$ cat src/sv/avc_config_record_to_start_codes_top_defines.svh
// Assertion helpers used by the avcs_emitter RTL.
`ifndef AVC_CONFIG_RECORD_TO_START_CODES_TOP_DEFINES_SVH
`define AVC_CONFIG_RECORD_TO_START_CODES_TOP_DEFINES_SVH

// Clocked check, off while reset is held.
`define AVCS_ASSERT(lbl, prop, msg) \
  lbl: assert property (@(posedge clk) disable iff (!rst_n) prop) else $error(msg);

// Clocked check, also live during reset.
`define AVCS_ASSERT_ALWAYS(lbl, prop, msg) \
  lbl: assert property (@(posedge clk) prop) else $error(msg);

`endif

$ cat src/sv/avcs_pkg.sv
package avcs_pkg;

  localparam int COUNT_BITS_DEF = 20;
  localparam int TOTAL_W        = 20;
  localparam int ADDR_W         = 3;
  localparam int DATA_W         = 32;

  // register index (paddr[2])
  localparam logic REG_VERIFY_ONLY = 1'b0;

  localparam logic [7:0] RECORD_VERSION = 8'h01;
  localparam logic [7:0] RESERVED_MASK  = 8'hFC;
  localparam logic [7:0] SPS_CNT_MASK   = 8'h1F;
  localparam logic [7:0] LEN_SIZE_MASK  = 8'h03;
  localparam logic [2:0] HDR_LAST_IDX   = 3'd5;
  localparam logic [2:0] HDR_LEN_IDX    = 3'd4;

  typedef enum logic [1:0] {
    ST_OK         = 2'd0,
    ST_NOT_RECORD = 2'd1,
    ST_TRUNCATED  = 2'd2
  } avcs_status_t;

  // what one accepted byte produces
  typedef struct packed {
    logic                 start;
    logic                 pay;
    logic [7:0]           pay_byte;
    logic                 fin;
    avcs_status_t         status;
    logic [2:0]           lfs;
    logic [TOTAL_W-1:0]   total;
  } avcs_burst_t;

endpackage

$ cat src/sv/avcs_in_if.sv
interface avcs_in_if;
  logic       valid;
  logic       ready;
  logic [7:0] in_byte;
  logic       in_last;

  modport source (output valid, output in_byte, output in_last, input ready);
  modport sink   (input valid, input in_byte, input in_last, output ready);
endinterface

$ cat src/sv/avcs_out_if.sv
interface avcs_out_if;
  logic        valid;
  logic        ready;
  logic [7:0]  out_byte;
  logic        is_end;
  logic [1:0]  status;
  logic [2:0]  length_field_size;
  logic [19:0] total_size;

  modport source (output valid, output out_byte, output is_end, output status,
                  output length_field_size, output total_size, input ready);
  modport sink   (input valid, input out_byte, input is_end, input status,
                  input length_field_size, input total_size, output ready);
endinterface

$ cat src/sv/avcs_cfg_regs.sv
module avcs_cfg_regs (
  input  logic                          clk,
  input  logic                          rst_n,
  input  logic                          psel,
  input  logic                          penable,
  input  logic                          pwrite,
  input  logic [avcs_pkg::ADDR_W-1:0]   paddr,
  input  logic [avcs_pkg::DATA_W-1:0]   pwdata,
  output logic [avcs_pkg::DATA_W-1:0]   prdata,
  output logic                          pready,
  output logic                          verify_only
);

  logic verify_only_r;
  logic wr_en;

  assign pready = 1'b1;
  assign wr_en  = psel && penable && pwrite && (paddr[2] == avcs_pkg::REG_VERIFY_ONLY);

  always_ff @(posedge clk) begin
    if (!rst_n) begin
      verify_only_r <= 1'b0;
    end else if (wr_en) begin
      verify_only_r <= pwdata[0];
    end
  end

  always_comb begin
    prdata = '0;
    if (paddr[2] == avcs_pkg::REG_VERIFY_ONLY) begin
      prdata[0] = verify_only_r;
    end
  end

  assign verify_only = verify_only_r;

endmodule

$ cat src/sv/avcs_parser.sv
module avcs_parser #(
  parameter int COUNT_BITS = avcs_pkg::COUNT_BITS_DEF
) (
  input  logic                  clk,
  input  logic                  rst_n,
  input  logic                  verify_only,
  input  logic                  in_valid,
  input  logic [7:0]            in_byte,
  input  logic                  in_last,
  output logic                  in_ready,
  input  logic                  slot_free,
  output logic                  load,
  output avcs_pkg::avcs_burst_t burst
);

  typedef enum logic [3:0] {
    PH_HDR, PH_SPS_HI, PH_SPS_LO, PH_SPS_PAY, PH_PPS_CNT,
    PH_PPS_HI, PH_PPS_LO, PH_PPS_PAY, PH_DONE, PH_DRAIN
  } phase_t;

  phase_t                phase_r, phase_nxt;
  logic [2:0]            hdr_idx_r, hdr_idx_nxt;
  logic [4:0]            sps_r, sps_nxt;
  logic [7:0]            pps_r, pps_nxt;
  logic [15:0]           pay_r, pay_nxt;
  logic [7:0]            len_hi_r, len_hi_nxt;
  logic [2:0]            fsize_r, fsize_nxt;
  logic [COUNT_BITS-1:0] cnt_r, cnt_nxt;
  logic                  err_r, err_nxt;

  logic                  accept;
  logic                  conv;
  logic                  emit_start;
  logic                  emit_pay;
  logic [7:0]            top_bits;
  logic [4:0]            sps_dec;
  logic [7:0]            pps_dec;
  logic [15:0]           new_len;
  logic [2:0]            inc;
  logic [COUNT_BITS:0]   cnt_sum;
  avcs_pkg::avcs_status_t st;

  assign in_ready = slot_free;
  assign accept   = in_valid && slot_free;
  assign conv     = !verify_only;
  assign top_bits = in_byte & avcs_pkg::RESERVED_MASK;
  assign sps_dec  = sps_r - 5'd1;
  assign pps_dec  = pps_r - 8'd1;
  assign new_len  = {len_hi_r, in_byte};

  always_comb begin
    phase_nxt   = phase_r;
    hdr_idx_nxt = hdr_idx_r;
    sps_nxt     = sps_r;
    pps_nxt     = pps_r;
    pay_nxt     = pay_r;
    len_hi_nxt  = len_hi_r;
    fsize_nxt   = fsize_r;
    err_nxt     = err_r;
    emit_start  = 1'b0;
    emit_pay    = 1'b0;
    unique case (phase_r)
      PH_HDR: begin
        if (hdr_idx_r == 3'd0 && in_byte != avcs_pkg::RECORD_VERSION) begin
          err_nxt   = 1'b1;
          phase_nxt = PH_DRAIN;
        end else if (hdr_idx_r == avcs_pkg::HDR_LEN_IDX &&
                     top_bits != avcs_pkg::RESERVED_MASK && top_bits != 8'h00) begin
          err_nxt   = 1'b1;
          phase_nxt = PH_DRAIN;
        end else begin
          if (hdr_idx_r == avcs_pkg::HDR_LEN_IDX) begin
            fsize_nxt = {1'b0, in_byte[1:0] & avcs_pkg::LEN_SIZE_MASK[1:0]} + 3'd1;
          end
          if (hdr_idx_r == avcs_pkg::HDR_LAST_IDX) begin
            sps_nxt   = in_byte[4:0] & avcs_pkg::SPS_CNT_MASK[4:0];
            phase_nxt = (sps_nxt != 5'd0) ? PH_SPS_HI : PH_PPS_CNT;
          end else begin
            hdr_idx_nxt = hdr_idx_r + 3'd1;
          end
        end
      end
      PH_SPS_HI: begin
        len_hi_nxt = in_byte;
        phase_nxt  = PH_SPS_LO;
      end
      PH_PPS_HI: begin
        len_hi_nxt = in_byte;
        phase_nxt  = PH_PPS_LO;
      end
      PH_SPS_LO: begin
        pay_nxt    = new_len;
        emit_start = conv;
        if (new_len == 16'd0) begin
          sps_nxt   = sps_dec;
          phase_nxt = (sps_dec != 5'd0) ? PH_SPS_HI : PH_PPS_CNT;
        end else begin
          phase_nxt = PH_SPS_PAY;
        end
      end
      PH_PPS_LO: begin
        pay_nxt    = new_len;
        emit_start = conv;
        if (new_len == 16'd0) begin
          pps_nxt   = pps_dec;
          phase_nxt = (pps_dec != 8'd0) ? PH_PPS_HI : PH_DONE;
        end else begin
          phase_nxt = PH_PPS_PAY;
        end
      end
      PH_SPS_PAY: begin
        emit_pay = conv;
        pay_nxt  = pay_r - 16'd1;
        if (pay_nxt == 16'd0) begin
          sps_nxt   = sps_dec;
          phase_nxt = (sps_dec != 5'd0) ? PH_SPS_HI : PH_PPS_CNT;
        end
      end
      PH_PPS_PAY: begin
        emit_pay = conv;
        pay_nxt  = pay_r - 16'd1;
        if (pay_nxt == 16'd0) begin
          pps_nxt   = pps_dec;
          phase_nxt = (pps_dec != 8'd0) ? PH_PPS_HI : PH_DONE;
        end
      end
      PH_PPS_CNT: begin
        pps_nxt   = in_byte;
        phase_nxt = (in_byte != 8'd0) ? PH_PPS_HI : PH_DONE;
      end
      default: begin
      end
    endcase
  end

  // saturating emitted-byte count
  assign inc     = emit_start ? 3'd4 : (emit_pay ? 3'd1 : 3'd0);
  assign cnt_sum = {1'b0, cnt_r} + (COUNT_BITS+1)'(inc);
  assign cnt_nxt = cnt_sum[COUNT_BITS] ? '1 : cnt_sum[COUNT_BITS-1:0];

  always_comb begin
    priority if (err_nxt) begin
      st = avcs_pkg::ST_NOT_RECORD;
    end else if (phase_nxt == PH_DONE) begin
      st = avcs_pkg::ST_OK;
    end else if (phase_nxt == PH_HDR) begin
      st = avcs_pkg::ST_NOT_RECORD;
    end else begin
      st = avcs_pkg::ST_TRUNCATED;
    end
  end

  always_comb begin
    burst.start    = emit_start;
    burst.pay      = emit_pay;
    burst.pay_byte = in_byte;
    burst.fin      = in_last;
    burst.status   = st;
    burst.lfs      = (st == avcs_pkg::ST_OK && conv) ? fsize_nxt : 3'd0;
    burst.total    = (st == avcs_pkg::ST_OK) ? avcs_pkg::TOTAL_W'(cnt_nxt) : '0;
  end

  assign load = accept && (emit_start || emit_pay || in_last);

  always_ff @(posedge clk) begin
    if (!rst_n || (accept && in_last)) begin
      phase_r   <= PH_HDR;
      hdr_idx_r <= '0;
      sps_r     <= '0;
      pps_r     <= '0;
      pay_r     <= '0;
      len_hi_r  <= '0;
      fsize_r   <= '0;
      cnt_r     <= '0;
      err_r     <= 1'b0;
    end else if (accept) begin
      phase_r   <= phase_nxt;
      hdr_idx_r <= hdr_idx_nxt;
      sps_r     <= sps_nxt;
      pps_r     <= pps_nxt;
      pay_r     <= pay_nxt;
      len_hi_r  <= len_hi_nxt;
      fsize_r   <= fsize_nxt;
      cnt_r     <= cnt_nxt;
      err_r     <= err_nxt;
    end
  end

endmodule

$ cat src/sv/avcs_emitter.sv
`include "avc_config_record_to_start_codes_top_defines.svh"

module avcs_emitter (
  input  logic                  clk,
  input  logic                  rst_n,
  input  logic                  load,
  input  avcs_pkg::avcs_burst_t burst,
  output logic                  slot_free,
  output logic                  out_valid,
  input  logic                  out_ready,
  output logic [7:0]            out_byte,
  output logic                  is_end,
  output logic [1:0]            status,
  output logic [2:0]            length_field_size,
  output logic [19:0]           total_size
);

  // slots 0..3 carry the start code, then payload, then end item
  localparam logic [2:0] SLOT_SC_LAST = 3'd3;
  localparam logic [2:0] SLOT_PAY     = 3'd4;
  localparam logic [2:0] SLOT_END     = 3'd5;

  avcs_pkg::avcs_burst_t burst_r;
  logic                  valid_r;
  logic [2:0]            slot_r, slot_nxt;
  logic [2:0]            first_slot;
  logic                  has_next;
  logic                  last_step;

  always_comb begin
    has_next = 1'b0;
    slot_nxt = slot_r;
    priority if (slot_r < SLOT_SC_LAST) begin
      has_next = 1'b1;
      slot_nxt = slot_r + 3'd1;
    end else if (slot_r == SLOT_SC_LAST && burst_r.pay) begin
      has_next = 1'b1;
      slot_nxt = SLOT_PAY;
    end else if (slot_r != SLOT_END && burst_r.fin) begin
      has_next = 1'b1;
      slot_nxt = SLOT_END;
    end
  end

  assign first_slot = burst.start ? 3'd0 : (burst.pay ? SLOT_PAY : SLOT_END);
  assign last_step  = !has_next;
  assign slot_free  = !valid_r || (out_ready && last_step);

  always_ff @(posedge clk) begin
    if (!rst_n) begin
      valid_r <= 1'b0;
      slot_r  <= '0;
    end else if (load) begin
      valid_r <= 1'b1;
      slot_r  <= first_slot;
    end else if (valid_r && out_ready) begin
      if (has_next) begin
        slot_r <= slot_nxt;
      end else begin
        valid_r <= 1'b0;
      end
    end
  end

  always_ff @(posedge clk) begin
    if (load) begin
      burst_r <= burst;
    end
  end

  always_comb begin
    priority if (slot_r < SLOT_SC_LAST) begin
      out_byte = 8'h00;
    end else if (slot_r == SLOT_SC_LAST) begin
      out_byte = 8'h01;
    end else if (slot_r == SLOT_PAY) begin
      out_byte = burst_r.pay_byte;
    end else begin
      out_byte = 8'h00;
    end
  end

  assign out_valid         = valid_r;
  assign is_end            = (slot_r == SLOT_END);
  assign status            = is_end ? burst_r.status : 2'd0;
  assign length_field_size = is_end ? burst_r.lfs : 3'd0;
  assign total_size        = is_end ? burst_r.total : 20'd0;

  `AVCS_ASSERT(a_burst_holds, valid_r && !last_step |=> valid_r, "burst dropped mid-way")
  `AVCS_ASSERT(a_stall_holds_slot, valid_r && !out_ready |=> $stable(slot_r), "slot moved on stall")
  `AVCS_ASSERT(a_byte_items_clean, valid_r && !is_end |-> status == 2'd0 && total_size == 20'd0 && length_field_size == 3'd0, "status on byte item")
  `AVCS_ASSERT_ALWAYS(a_slot_range, valid_r |-> slot_r <= SLOT_END, "slot out of range")

endmodule

$ cat src/sv/avc_config_record_to_start_codes_top.sv
// AVC configuration record to start-code converter.
// in_ch (sink): one record byte per transfer, in_last on the final byte.
// out_ch (source): stream bytes, then one end item (is_end) per record carrying
//   status, NAL length field size and saturating byte count.
// APB port: register 0 (verify_only) at address 0; 1 suppresses all byte output.
// Latency: a byte's first result appears the cycle after the byte is taken.
// Throughput: one input byte per cycle while out_ch.ready is high and each
//   byte yields at most one result (payload or skipped bytes). A byte closing a
//   length field yields the 4-byte start code; a final byte adds the end item,
//   so after such a byte in_ch.ready is low while the output register walks it.
// The next byte is taken in the same cycle that the burst's last result
//   transfers, so back-to-back streaming has no bubble.
// Stall: when out_ch.ready is low the current result holds and in_ch.ready
//   drops once the output register is occupied.
// Reset (rst_n, synchronous): empties the output register, returns the parser
//   to the header of a new record and clears verify_only.
// After each end item the parser restarts on the next byte.
module avc_config_record_to_start_codes_top #(
  parameter int COUNT_BITS = avcs_pkg::COUNT_BITS_DEF
) (
  input  logic                          clk,
  input  logic                          rst_n,
  avcs_in_if.sink                       in_ch,
  avcs_out_if.source                    out_ch,
  input  logic                          psel,
  input  logic                          penable,
  input  logic                          pwrite,
  input  logic [avcs_pkg::ADDR_W-1:0]   paddr,
  input  logic [avcs_pkg::DATA_W-1:0]   pwdata,
  output logic [avcs_pkg::DATA_W-1:0]   prdata,
  output logic                          pready
);

  logic                  verify_only;
  logic                  slot_free;
  logic                  load;
  avcs_pkg::avcs_burst_t burst;

  avcs_cfg_regs u_cfg (
    .clk         (clk),
    .rst_n       (rst_n),
    .psel        (psel),
    .penable     (penable),
    .pwrite      (pwrite),
    .paddr       (paddr),
    .pwdata      (pwdata),
    .prdata      (prdata),
    .pready      (pready),
    .verify_only (verify_only)
  );

  avcs_parser #(
    .COUNT_BITS (COUNT_BITS)
  ) u_parser (
    .clk         (clk),
    .rst_n       (rst_n),
    .verify_only (verify_only),
    .in_valid    (in_ch.valid),
    .in_byte     (in_ch.in_byte),
    .in_last     (in_ch.in_last),
    .in_ready    (in_ch.ready),
    .slot_free   (slot_free),
    .load        (load),
    .burst       (burst)
  );

  avcs_emitter u_emitter (
    .clk               (clk),
    .rst_n             (rst_n),
    .load              (load),
    .burst             (burst),
    .slot_free         (slot_free),
    .out_valid         (out_ch.valid),
    .out_ready         (out_ch.ready),
    .out_byte          (out_ch.out_byte),
    .is_end            (out_ch.is_end),
    .status            (out_ch.status),
    .length_field_size (out_ch.length_field_size),
    .total_size        (out_ch.total_size)
  );

endmodule
$ cat src/flat_wrapper.sv
// flat-port wrapper written by rule: the top's interface ports become plain ports
module avc_config_record_to_start_codes_top_flat 
#(
  parameter int COUNT_BITS = avcs_pkg::COUNT_BITS_DEF
)
  (clk, rst_n, psel, penable, pwrite, paddr, pwdata, prdata, pready, in_ch_valid, in_ch_in_byte, in_ch_in_last, in_ch_ready, out_ch_valid, out_ch_out_byte, out_ch_is_end, out_ch_status, out_ch_length_field_size, out_ch_total_size, out_ch_ready);
  avcs_in_if in_ch_i ();
  avcs_out_if out_ch_i ();
  input  logic clk;
  input  logic rst_n;
  input  logic psel;
  input  logic penable;
  input  logic pwrite;
  input  logic [avcs_pkg::ADDR_W-1:0] paddr;
  input  logic [avcs_pkg::DATA_W-1:0] pwdata;
  output logic [avcs_pkg::DATA_W-1:0] prdata;
  output logic pready;
  input wire logic [$bits(in_ch_i.valid)-1:0] in_ch_valid;
  input wire logic [$bits(in_ch_i.in_byte)-1:0] in_ch_in_byte;
  input wire logic [$bits(in_ch_i.in_last)-1:0] in_ch_in_last;
  output wire logic [$bits(in_ch_i.ready)-1:0] in_ch_ready;
  output wire logic [$bits(out_ch_i.valid)-1:0] out_ch_valid;
  output wire logic [$bits(out_ch_i.out_byte)-1:0] out_ch_out_byte;
  output wire logic [$bits(out_ch_i.is_end)-1:0] out_ch_is_end;
  output wire logic [$bits(out_ch_i.status)-1:0] out_ch_status;
  output wire logic [$bits(out_ch_i.length_field_size)-1:0] out_ch_length_field_size;
  output wire logic [$bits(out_ch_i.total_size)-1:0] out_ch_total_size;
  input wire logic [$bits(out_ch_i.ready)-1:0] out_ch_ready;
  assign in_ch_i.valid = in_ch_valid;
  assign in_ch_i.in_byte = in_ch_in_byte;
  assign in_ch_i.in_last = in_ch_in_last;
  assign in_ch_ready = in_ch_i.ready;
  assign out_ch_valid = out_ch_i.valid;
  assign out_ch_out_byte = out_ch_i.out_byte;
  assign out_ch_is_end = out_ch_i.is_end;
  assign out_ch_status = out_ch_i.status;
  assign out_ch_length_field_size = out_ch_i.length_field_size;
  assign out_ch_total_size = out_ch_i.total_size;
  assign out_ch_i.ready = out_ch_ready;
  avc_config_record_to_start_codes_top #(.COUNT_BITS(COUNT_BITS)) u_core (.clk(clk), .rst_n(rst_n), .in_ch(in_ch_i), .out_ch(out_ch_i), .psel(psel), .penable(penable), .pwrite(pwrite), .paddr(paddr), .pwdata(pwdata), .prdata(prdata), .pready(pready));
endmodule
$ cat config.mk
export PLATFORM = sky130hd
export DESIGN_NAME = avc_config_record_to_start_codes_top_flat
export DESIGN_NICKNAME = d
export VERILOG_FILES = /design/src/sv/avcs_pkg.sv /design/src/sv/avcs_in_if.sv /design/src/sv/avcs_out_if.sv /design/src/sv/avcs_cfg_regs.sv /design/src/sv/avcs_parser.sv /design/src/sv/avcs_emitter.sv /design/src/sv/avc_config_record_to_start_codes_top.sv /design/src/flat_wrapper.sv
export VERILOG_INCLUDE_DIRS = /design/src /design/src/sv
export SDC_FILE = /design/constraint.sdc
export NUM_CORES = 1
export LEC_CHECK = 0
export ABC_AREA = 1
export BUFFER_PORTS_ARGS = -buffer_cell sky130_fd_sc_hd__buf_2
export CORE_UTILIZATION = 57
export CTS_CLUSTER_DIAMETER = 100
export DETAILED_ROUTE_END_ITERATION = 8
export PLACE_DENSITY = 0.81
export SETUP_SLACK_MARGIN = 0.3
export SYNTH_ARGS = -nofsm -noshare
export SYNTH_HDL_FRONTEND = slang
export SYNTH_HIERARCHICAL = 1
export SYNTH_SLANG_ARGS = --single-unit
$ cat constraint.sdc
create_clock -name clk -period 5.65 [get_ports clk]
set_input_delay 0.8475 -clock clk [delete_from_list [all_inputs] [get_ports clk]]
set_output_delay 0.8475 -clock clk [all_outputs]
set_load 0.02 [all_outputs]
==> results <==
- Summed over all nets, the switching power comes to 0.000681 W.
- The run finished with clean final reports.
- During I/O placement, the number of pins put on the boundary was 120.
- The core outline area is between 10000 and 15000 um2.
- The data arrival time of the critical path is 4140 ps.
- The part of the total power dissipated in the clock network is 0.312.
- In this run, post-CTS hold repair placed 0 buffers.
- The placed instances occupy a cell area of roughly 7000 um2.
- The peak ir drop on the vdd network is 189 uV.
- The wire length reported by the detailed router is approximately 15000 um.
- Dividing the synthesized area by the synthesized cell count gives 7.13 um2.
- The path type of the worst min-delay path is reg -> reg.
- The post-placement cell count is between 1k and 1.5k.
- Measured along the y axis, the die boundary spans 111 um.
- The count of buffers added on input and output ports is 54.
- Setup repair after global routing left no endpoint under its margin.
- The destination of the worst register-to-register timing path is u_core/u_emitter/slot_r[0].
- The die outline area is approximately 12000 um2.
- The via count of the first global-routing pass came to 5296.
- Once layout is complete, the cells apart from fillers number 1123.
- Clock tree synthesis inserted a total of 9 buffers.
- The CTS tree is done.
- The first-pass GRT wire length is 24400 um.
- The tree built by TritonCTS fans out to 108 sinks.
- The launch point of the worst hold path is u_core/u_parser/sps_r[4].
- Row generation in the floorplan step produced 39 rows.
- For this run, the top clock speed supported by timing is 257 MHz.
- The unique cell type count in the Yosys netlist is 40.
- The number of hold-slack violations in the final timing report is 0.
- The leading area contributor after synthesis is dfxtp_1.
- For this run, the number of Yosys warnings is 6.
- The clock root buffer is clkbuf_16.
- The violation count after the first detailed-routing iteration is 403.
- After synthesis, the share of flip-flops with an asynchronous set or reset is 0.
- The switching part of the total is 0.337.
- The global placement routability congestion is 0.906.
- Setup violations remaining at the end of the flow were counted as 0.
- Relative to the synthesized area, the layout overhead comes to 6.87%.
- Yosys attributes the largest share of cell area to dfxtp_1 22%, edfxtp_1 16%, nand2_1 9.3%.
- In this run the tightest slew margin relative to its limit is 0.240.
- The final cycle utilization of the critical path is 0.689.
- The most instantiated library cell after synthesis is nand2_1.
- In this run the critical register-to-register path is launched from u_core/u_emitter/slot_r[1].
- The total power density per cell area is 280 nW/um2.
- The clock period minus worst slack is 3890 ps.
- The all-layer global routing usage is 0.245.
- In this run the worst path has a maximum fanout of 37.
- After technology mapping, the gate count stands at 945.
- After clock tree synthesis, the clock-pin slew on the worst setup and hold paths is 70 ps.
- The filler cell count in the final layout is 1023.
- After detailed routing, the average wire length per cell comes to 12.9 um.
- The number of cells traversed by the worst register-to-register path is 16.
- The transition time of the tightest slew-check pin is 1140 ps.
- The worst hold path passes through 2 cells.
- The quantity of gates resized following cts is 0.
- At the worst endpoint, the required time is 5900 ps.
- The floorplan die width is 111 um.
- The clock passes through at most 2 buffers.
- After detailed routing, the number of vias per cell comes to roughly 5.3.
- Entering global routing, the biggest net connects 60 pins.
- The number of flip-flops and latches in the synthesized netlist is 108.
- After synthesis, the most frequently instantiated cells are 167 x nand2_1, 139 x inv_1, 127 x nor2_1.
- The initial cell density of the core is 0.587.
- The setup check on the worst reg-to-reg path leaves a slack of 1760 ps.
- The share of total power dissipated in combinational logic is 0.244.
- The type of element capturing the critical path is a register.
- The endpoint with the worst hold slack is u_core/u_parser/sps_r[4].
- The number of optimization iterations in the first detailed-route pass is 5.
- The most used flip-flop cell after synthesis is dfxtp_1.
- The number of setup buffers added after CTS is 0.
- For this design the static power due to leakage is 3.45 nW.
- The post-route antenna net violation count is 0.
- The share of synthesized area in the top cell type comes to 0.217.
- The critical path startpoint category is a register.
- The start-to-end type of the worst setup path is reg -> reg.
- The number of design rule violations left after detail routing is 0.
- The total negative slack is 0 ps.
- In the final layout, the share of cells above drive strength 1 is 0.145.
- The final instance area is 7200 um2.
- The internal portion of the total power is 0.00134 W.
- For this run, the register share of the synthesized area comes to 0.373.
- The number of nets at the end of the flow is 1045.
- The number of enable flip-flop cells after synthesis is 35.
- The number of maximum-capacitance violations is 0.
- The final number of max-transition violations is 0.
- The via count is between 5k and 6k.
- The clock latency on the worst-skew pair is 360 ps.
- The total congestion overflow is 0.
- The number of levels the H-tree was split into is 3.
- The mapped netlist covers 6740 um2.
- The detailed-placement wirelength estimate is 10300 um.
- The worst setup skew after layout is 10.3 ps.
- The initial antenna violation count is 0.
- The most critical setup path has its startpoint at u_core/u_emitter/slot_r[1].
- The number of antenna diodes in the final layout is 0.
- Of the total power, registers draw 0.444.
how the worst max path moves through the flow:
| stage | endpoint | slack (ps) |
|---|---|---|
| 2_1_floorplan | u_core/u_emitter/slot_r[0] | 750 |
| 3_3_place_gp | u_core/u_emitter/slot_r[0] | 1940 |
| 3_5_place_dp | u_core/u_emitter/slot_r[2] | 1870 |
| 4_1_cts | u_core/u_emitter/slot_r[2] | 1800 |
| 5_1_grt | u_core/u_emitter/slot_r[2] | 1360 |
| 6_report | u_core/u_emitter/slot_r[0] | 1760 |
cells by family (layout without fill, tap and decap cells):
logic type / after synthesis / after routing / synth area share
other cells: 2 / 32 / 0.00112
xor+xnor: 19 / 19 / 0.0247
fa+ha+maj: 19 / 19 / 0.0353
compound gates: 163 / 163 / 0.139
flops: 108 / 108 / 0.373
simple gates: 417 / 417 / 0.278
buf+inv: 217 / 222 / 0.148
sequential cells by signal, summed over array words and instances (netlist names), 4 cells and up:
name                      count
u_core/u_parser/pay_r        16
u_core/u_parser/phase_r       4
u_core/u_parser/sps_r         5
u_core/u_emitter/burst_r     35
u_core/u_parser/pps_r         8
u_core/u_parser/cnt_r        20
u_core/u_parser/len_hi_r      8
final cells by class:
type                    count  area (um2)  area share
flip-flops and latches    108        2510       0.349
repair buffers             59         308      0.0428
well taps                 143         179      0.0249
clock inverters             6        61.3     0.00852
multi-input cells         650        3350       0.465
clock buffers              10         239      0.0332
inverters                 147         552      0.0767
layout by cell type (no fill, tap or decap), types with 2 or more instances in the layout:
| master | instances |
|---|---|
| nand4_1 | 10 |
| nand2_2 | 10 |
| xnor2_1 | 4 |
| nor2_4 | 6 |
| o21ai_0 | 64 |
| nor2_1 | 127 |
| nand2_4 | 3 |
| ha_1 | 19 |
| xor2_1 | 15 |
| inv_8 | 4 |
| nand3_1 | 38 |
| buf_2 | 54 |
| a211oi_1 | 4 |
| nand2_1 | 167 |
| o22ai_1 | 13 |
| o21ai_2 | 3 |
| edfxtp_1 | 35 |
| or2_2 | 2 |
| o21ai_1 | 2 |
| nand3_2 | 3 |
| inv_2 | 8 |
| o211ai_1 | 19 |
| a21boi_1 | 2 |
| nor3_1 | 14 |
| nand3b_1 | 8 |
| dfxtp_1 | 73 |
| a31oi_1 | 5 |
| inv_1 | 138 |
| a21oi_1 | 46 |
| buf_4 | 5 |
| clkbuf_16 | 9 |
| nor2_2 | 28 |
| conb_1 | 32 |
power by group through the flow:
stage	registers (W)	clock network, W	logic, W
final	0.000897	0.000629	0.000492
after CTS	0.000896	0.000644	0.000488
after floorplan	0.000906	0	0.000411
after global routing	0.000903	0.000672	0.000551
after detailed placement	0.000913	0	0.000483
after global placement	0.000912	0	0.000473
per-layer routing:
| metal | wire, um | part of all wire | track usage |
|---|---|---|---|
| met3 | 960 | 0.066 | 0.0454 |
| met4 | 274 | 0.019 | 0.0818 |
| met2 | 6750 | 0.46 | 0.400 |
| met5 | 0 | 0 | 0 |
| met1 | 6550 | 0.45 | 0.327 |
through the flow:
stage                     total power [W]   util  hold slack, ps  setup WS [ps]
after detailed placement          0.00140  0.602             480           1870
final                             0.00202  0.628             501           1760
after floorplan                   0.00132      -             454            749
after global routing              0.00213  0.628             540           1360
after global placement            0.00138  0.602             479           1940
after CTS                         0.00203  0.628             499           1800
critical path: stages, from the launching register on:
cell     delay (ps)
dfxtp_1         350
inv_1            90
ha_1            190
nand2_4         180
nand2_4         110
nand3_2         110
o21ai_2         180
nand2_1         340
nor2_1          220
buf_4           310
inv_1           160
o21ai_4         890
inv_2           220
nand2_1         150
o21ai_2          70
nor2_1          130
nor2_1           70
Note: power is estimated with default switching activity, not from simulation.
